--- src/rtl/core/linear_state_observer_step_defines.svh ---
// Assertion macros for the observer core
`ifndef LINEAR_STATE_OBSERVER_STEP_DEFINES_SVH
`define LINEAR_STATE_OBSERVER_STEP_DEFINES_SVH
// assert that an antecedent implies a consequent in the same cycle
`define LSO_ASSERT_SAME(lbl, ante, cons) \
  lbl: assert property (@(posedge clk) disable iff (rst) (ante) |-> (cons)) \
    else $error("lso check failed");
// assert that an antecedent implies a consequent in the next cycle
`define LSO_ASSERT_NEXT(lbl, ante, cons) \
  lbl: assert property (@(posedge clk) disable iff (rst) (ante) |=> (cons)) \
    else $error("lso check failed");
`endif

--- src/rtl/core/lso_pkg.sv ---
// Package for the observer core: sizes, item types, codes and arithmetic helpers
package lso_pkg;
  localparam int STATE_SIZE  = 4;
  localparam int INPUT_SIZE  = 2;
  localparam int OUTPUT_SIZE = 2;

  localparam int X_IDX_W = (STATE_SIZE > 1) ? $clog2(STATE_SIZE) : 1;
  localparam int U_IDX_W = (INPUT_SIZE > 1) ? $clog2(INPUT_SIZE) : 1;
  localparam int Y_IDX_W = (OUTPUT_SIZE > 1) ? $clog2(OUTPUT_SIZE) : 1;
  localparam int A_IDX_W = (STATE_SIZE*STATE_SIZE > 1) ? $clog2(STATE_SIZE*STATE_SIZE) : 1;
  localparam int B_IDX_W = (STATE_SIZE*INPUT_SIZE > 1) ? $clog2(STATE_SIZE*INPUT_SIZE) : 1;
  localparam int C_IDX_W = (OUTPUT_SIZE*STATE_SIZE > 1) ? $clog2(OUTPUT_SIZE*STATE_SIZE) : 1;
  localparam int L_IDX_W = (STATE_SIZE*OUTPUT_SIZE > 1) ? $clog2(STATE_SIZE*OUTPUT_SIZE) : 1;

  localparam logic [1:0] ACT_COEF = 2'd0;
  localparam logic [1:0] ACT_SAMP = 2'd1;
  localparam logic [1:0] ACT_STEP = 2'd2;

  localparam logic [1:0] MSEL_A = 2'd0;
  localparam logic [1:0] MSEL_B = 2'd1;
  localparam logic [1:0] MSEL_C = 2'd2;
  localparam logic [1:0] MSEL_L = 2'd3;

  localparam logic VSEL_U = 1'b0;

  localparam int QDEPTH = 2;

  typedef struct packed {
    logic [1:0]         action;
    logic [1:0]         matrix_select;
    logic               vector_select;
    logic [2:0]         row_index;
    logic [2:0]         col_index;
    logic signed [31:0] data_value;
  } in_item_t;

  typedef struct packed {
    logic [2:0]         element_index;
    logic signed [31:0] estimate_value;
    logic               last_element;
  } out_item_t;

  function automatic logic signed [31:0] clamp33(input logic signed [32:0] v);
    logic signed [31:0] r;
    begin
      if (v > 33'sd2147483647) r = 32'sh7fffffff;
      else if (v < -33'sd2147483648) r = 32'sh80000000;
      else r = v[31:0];
      return r;
    end
  endfunction

  function automatic logic signed [31:0] sat_add(input logic signed [31:0] a,
                                                 input logic signed [31:0] b);
    return clamp33({a[31], a} + {b[31], b});
  endfunction

  function automatic logic signed [31:0] sat_sub(input logic signed [31:0] a,
                                                 input logic signed [31:0] b);
    return clamp33({a[31], a} - {b[31], b});
  endfunction

  function automatic logic signed [31:0] q_sat(input logic signed [63:0] p);
    logic signed [47:0] q;
    logic signed [31:0] r;
    begin
      q = p[63:16];
      if (q > 48'sd2147483647) r = 32'sh7fffffff;
      else if (q < -48'sd2147483648) r = 32'sh80000000;
      else r = q[31:0];
      return r;
    end
  endfunction
endpackage

--- src/rtl/core/lso_front.sv ---
// Front end: accept items, drop invalid ones, push to the command queue
module lso_front import lso_pkg::*; (
  input  logic     clk,
  input  logic     rst,
  input  logic     start,
  input  in_item_t in_item,
  output logic     busy,
  input  logic     q_pop,
  output logic     q_valid,
  output in_item_t q_head
);
  in_item_t              mem [QDEPTH];
  logic [$clog2(QDEPTH)-1:0] wptr, rptr;
  logic [$clog2(QDEPTH):0]   count;
  logic keep, push;

  always_comb begin
    case (in_item.action)
      ACT_COEF, ACT_SAMP, ACT_STEP: keep = 1'b1;
      default: keep = 1'b0;
    endcase
  end

  assign busy    = (count == ($clog2(QDEPTH)+1)'(QDEPTH));
  assign push    = start && !busy && keep;
  assign q_valid = (count != '0);
  assign q_head  = mem[rptr];

  always_ff @(posedge clk) begin
    if (push) mem[wptr] <= in_item;
  end

  always_ff @(posedge clk) begin
    if (rst) begin
      wptr  <= '0;
      rptr  <= '0;
      count <= '0;
    end else begin
      if (push) wptr <= wptr + 1'b1;
      if (q_pop) rptr <= rptr + 1'b1;
      count <= count + (push ? 1'b1 : 1'b0) - (q_pop ? 1'b1 : 1'b0);
    end
  end

`include "linear_state_observer_step_defines.svh"
  `LSO_ASSERT_SAME(a_pop_nonempty, q_pop, q_valid)
  `LSO_ASSERT_SAME(a_count_bound, 1'b1, count <= ($clog2(QDEPTH)+1)'(QDEPTH))
  `LSO_ASSERT_NEXT(a_push_fills, push && !q_pop, count == $past(count) + 1'b1)
endmodule

--- config.mk ---
export PLATFORM = sky130hd
export DESIGN_NAME = lso_front
export DESIGN_NICKNAME = d
export VERILOG_FILES = /design/src/rtl/core/lso_pkg.sv /design/src/rtl/core/lso_front.sv
export VERILOG_INCLUDE_DIRS = /design/src /design/src/rtl/core
export SDC_FILE = /design/constraint.sdc
export NUM_CORES = 1
export LEC_CHECK = 0
export BUFFER_PORTS_ARGS = -buffer_cell sky130_fd_sc_hd__buf_4
export CELL_PAD_IN_SITES_DETAIL_PLACEMENT = 1
export CELL_PAD_IN_SITES_GLOBAL_PLACEMENT = 1
export CORE_MARGIN = 4
export CORE_UTILIZATION = 39
export CTS_CLUSTER_SIZE = 14
export DETAILED_ROUTE_END_ITERATION = 7
export PLACE_DENSITY_LB_ADDON = 0.2
export SKIP_LAST_GASP = 1
export SLEW_MARGIN = 10
export SYNTH_ARGS = -nofsm -noshare
export SYNTH_HDL_FRONTEND = slang
export SYNTH_SLANG_ARGS = --single-unit
--- constraint.sdc ---
create_clock -name clk -period 2.85 [get_ports clk]
set_input_delay 0.1425 -clock clk [delete_from_list [all_inputs] [get_ports clk]]
set_output_delay 0.1425 -clock clk [all_outputs]
set_load 0.03 [all_outputs]
Word-level counts from Yosys, hierarchy flattened

Memories as Yosys holds them, arrays and structs flattened. A register that Yosys moved wholly into a read port is not among the register bits.
Cells that the tools add are included.

Bits in registers: 4
Latch bits: 0
RAM bits: 86
ROM bits: 0
Input port bits: 47
Output and inout port bits: 45
Memories: 1

Memories:

| memory | depth | bits a word | rd ports | clocked after memory_dff | write ports | RTL line        | text |
|---|---|---|---|---|---|---|---|
| mem    | 2     | 43          | 1        | 1                        | 1           | lso_front.sv:12 | `in_item_t mem [QDEPTH];` |

$add $sub $neg: 4
Multipliers: 0
Div/mod/pow operators: 0
Magnitude comparators: 0
Eq/ne operators: 3
Shifts and indexed selects: 0
Muxes and demuxes: 7
Bitwise operators: 0
Reduce and logical (&&, ||, !) cells: 6

Operators with widths:

| cell                                                                   | count |
|---|---|
| 1-bit 2-to-1 mux                                                       | 7 |
| 2-bit equality test (second input constant)                            | 2 |
| 3-bit OR reduction                                                     | 1 |
| 1-bit adder (second input constant)                                    | 2 |
| 2-bit by 1-bit adder with 2-bit output                                 | 1 |
| 2-bit by 1-bit equality test with 1-bit output (second input constant) | 1 |
| 1-bit logical AND                                                      | 2 |
| 2-bit logical NOT                                                      | 1 |
| 2-bit nonzero test                                                     | 1 |
| 2-bit by 1-bit subtractor with 2-bit output                            | 1 |
| 1-bit logical NOT                                                      | 1 |

Depth between registers and ports, before layout

Word-level depth: 7
Mapped depth: 8

Worst setup path after synthesis

No wires, ideal clock.

Path type: flip-flop to flip-flop
Start point: register count[1]
End point: memory mem[0][0] in the netlist's numbering (enable)
Library setup time: 0.443 ns
Arrival: 2.464 ns
Required time: 2.407 ns
Setup slack: -0.057 ns
Stages on the path, launching flop included: 4
Period minus slack after synthesis: 2.907 ns
Path through: dfxtp_1 -> nor2b_4 -> nand3b_4 -> nor2_1

Word-level cells in the longest chain between the ends: 6

RTL lines:

| item                                   | RTL line        | text |
|---|---|---|
| from (decl)                            | lso_front.sv:14 | `logic [$clog2(QDEPTH):0] count;` |
| from (signal assigned)                 | lso_front.sv:41 | `count <= count + (push ? 1'b1 : 1'b0) - (q_pop ? 1'b1 : 1'b0);` |
| 2-bit equality test                    | lso_front.sv:24 | `assign busy = (count == ($clog2(QDEPTH)+1)'(QDEPTH));` |
| via busy                               | lso_front.sv:7  | `output logic busy,` |
| 1-bit logical NOT                      | lso_front.sv:25 | `assign push = start && !busy && keep;` |
| 1-bit logical AND (2 in series)        | lso_front.sv:25 |  |
| 1-bit 2-to-1 mux                       | lso_front.sv:30 | `if (push) mem[wptr] <= in_item;` |
| 1-bit 2-to-1 mux (not written as such) | lso_front.sv:30 |  |
| to (decl)                              | lso_front.sv:12 |  |

The timed path passes the listed nets, and every way through them passes these cells.

==> impl_results.md <==
- Status: completed
- Critical path required time: 2.71 ns
- Core ar.: 8299 µm²
- Power density cells: 629.1 nW/µm²
- FMAX: 0.5069 GHz
- Area after DPL: 4189 µm²
- Nets@finish: 355
- Initial DRC count: 42
- GRT overflow: 0
- Bufs on Longest Clock Path: 2
- Worst R2R Path Depth: 4
- Worst R2R Setup Slack: 1.03 ns
- Sequential share of the synthesized area: 79.44%
- Final WL: 6726 µm
- CTS Hold Buffers Added: 44
- I/O Pins: 92
- Final ANT Viol Nets: 0
- Inst Count DP: 356
- Leakage: 0.001804 µW
- I/O Buffers: 91
- DP Wirelength: 4454 µm
- Synth Area in XOR/XNOR: 0.5187%
- Crit path capture: q_head[31]
- Synth Area in Adders: 0.7410%
- R2R Path End: mem[0][36]$_DFFE_PP_
- Drt wl/cell: 16.17 µm
- Final Slew Violations: 0
- Chip Height: 101.1 µm
- Slew @ Worst Pin: 0.5982 ns
- Sequence of cells on the critical path: buf_4 > mux2_2 > buf_4
- Commonest non-fill, non-tap cell in the layout: buf_4
- Largest family of logic cells by synthesized area: multiplexers
- Postcts setup bufs: 0
- Vias in the first global route: 2113
- Crit path max-delay family: buffers and inverters
- Num CTS Buffers: 9
- Routed vias: 1884
- Hold Violations, Final: 0
- Ratio of cells with drive above 1 in the final layout: 50.16%
- Post-cts resize count: 0
- Mean Syn Cell Area: 21.11 µm²
- Most frequent cells in the layout: buf_4 (96), edfxtp_1 (86), dlygate4sd3_1 (44), mux2_2 (40), clkbuf_8 (9)
- Compound-Gate Fraction of Synth Area: 0%
- FF-to-FF Start: count[1]$_SDFF_PP0_
- Global-route wire length before repair: 10510 µm
- Clk sinks: 91
- Total die area: 10210 µm²
- CP arrival: 1.83 ns
- Vias per cell: 4.529
- Mux cell area share after synthesis: 14.78%
- CP Class: flop to output pin
- Final Wtd Congestion: 0.6875
- Post-synthesis simple-gate area fraction: 2.631%
- Slew margin rel.: 60.03%
- Pre-Repair DR Iteration Count: 3
- Most used cell, CP: buf_4
- Synthesis-to-layout area growth: 41.90%
- Initial Util: 40.69%
- Instance count on the critical path: 3
- Critical path's slowest cell: buf_4
- Total Routing Usage GR: 13.93%
- Synth warn: 0
- Post-synthesis cell type count: 18
- Largest net degree at the start of global routing: 38
- Hold Path Class: primary input to flop
- Post-synthesis cell count: 160
- Buf/Inv on CP: 2
- Synthesized flop and latch total: 91
- Worst skew pair latency: 0.35 ns
- Final Skew: 0.009077 ns
- Crit-path max FO: 37
- CTS root buffer: clkbuf_8
- Rows: 33
- Antenna fix cells: 0
- Synth Net Count: 209
- Largest stage delay on the critical path: 0.47 ns
- Unrepaired setup endpoints after global routing: no
- Final core utilization: 57.74%
- Number of remaining DRC errors: 0
- Die Width: 101.1 µm
- Startpoint class of the critical path: flop
- Post-synthesis instance area: 3377 µm²
- Beginning of the worst hold path: q_pop
- Crit. End Element: output pin
- Final setup fails: 0
- Final Cell Area: 4792 µm²
- CTS tree: done
- Post-Layout Cell Count: 416
- H-tree levels: 3
- Clock transition at the registers of the reported paths: 0.07 ns
- Maximum vdd ir drop: 0.3135 mV
- Fin crit share: 69.22%
- Initial antenna violation count: 0
- Period minus WS final: 1.973 ns
- Max cap viols: 0
layout make-up:
| cell class | instances | area (µm²) |
|---|---|---|
| inverter | 2 | 7.507 |
| tap | 105 | 131.4 |
| clock buffer | 12 | 135.1 |
| timing repair buffer | 140 | 1161 |
| sequential | 91 | 2684 |
| multi-input combinational | 62 | 645.6 |
| fill | 763 | 3507 |
| clock inverter | 4 | 27.53 |
how the worst min path moves through the flow:
| stage | endpoint | slack (ns) | cells after the start |
|---|---|---|---|
| floorplan | count[0]$_SDFF_PP0_ | 0.21 | 1 |
| global placement | mem[0][8]$_DFFE_PP_ | 0.33 | 1 |
| detailed placement | mem[1][12]$_DFFE_PP_ | 0.33 | 1 |
| CTS | flop | 0.07 | 3 |
| global route | flop | 0.10 | 3 |
| finish | flop | 0.08 | 3 |
worst min-delay path, stage by stage:
cell     delay [ns]
buf_4          0.10
xnor2_1        0.07
nor2_1         0.07
layer usage:
metal	vias up	wire, µm	global-route usage (%)
li1	907	-	-
met1	920	2621	15.77
met2	48	3692	24.90
met3	9	338	3.806
met4	0	73	5.215
met5	-	0	0
cells in the mapped netlist:
| cell type | number | area share, % |
|---|---|---|
| ha_1 | 2 | 0.74 |
| nand3b_4 | 1 | 0.59 |
| nor2_1 | 7 | 0.78 |
| dfxtp_1 | 5 | 3.0 |
| xor2_1 | 1 | 0.26 |
| nor2b_4 | 1 | 0.41 |
| xnor2_1 | 1 | 0.26 |
| buf_6 | 5 | 1.7 |
| and2_2 | 1 | 0.22 |
| or2_2 | 1 | 0.19 |
| mux2_2 | 40 | 13 |
| nand2_1 | 1 | 0.11 |
| mux2_1 | 3 | 1.0 |
| nor3_1 | 1 | 0.15 |
| nor2b_1 | 1 | 0.19 |
| inv_1 | 2 | 0.22 |
| mux2_4 | 1 | 0.44 |
| edfxtp_1 | 86 | 76 |
where the power goes:
part           switching, µW  internal [µW]
logic                    367            297
clock network            417            317
registers               32.5           1580
total                    816           2200
per-stage QoR:
step | setup slack (ns) | power [µW] | hold slack, ns | TNS [ns]
4_1_cts | 0.8388 | 3052 | 0.06796 | 0
2_1_floorplan | -0.05710 | 2028 | 0.2141 | -4.910
3_5_place_dp | 1.001 | 2271 | 0.3307 | 0
5_1_grt | 0.7764 | 3160 | 0.1037 | 0
6_report | 0.8774 | 3015 | 0.07911 | 0
3_3_place_gp | 1.019 | 2259 | 0.3275 | 0
registers in the layout, indices dropped and copies added, names as in the netlist, named ones only:
signal	flops
mem	86
wptr	1
rptr	1
count	2
cell families (layout without fill, tap and decap cells):
| family | count (synthesis) | in the layout |
|---|---|---|
| XOR/XNOR | 2 | 2 |
| adder cells (fa/ha/maj) | 2 | 2 |
| buffers and inverters | 7 | 158 |
| flip-flops | 91 | 91 |
| multiplexers | 44 | 44 |
| AND/OR/NAND/NOR | 14 | 14 |
(Power assumes the default switching activity.)
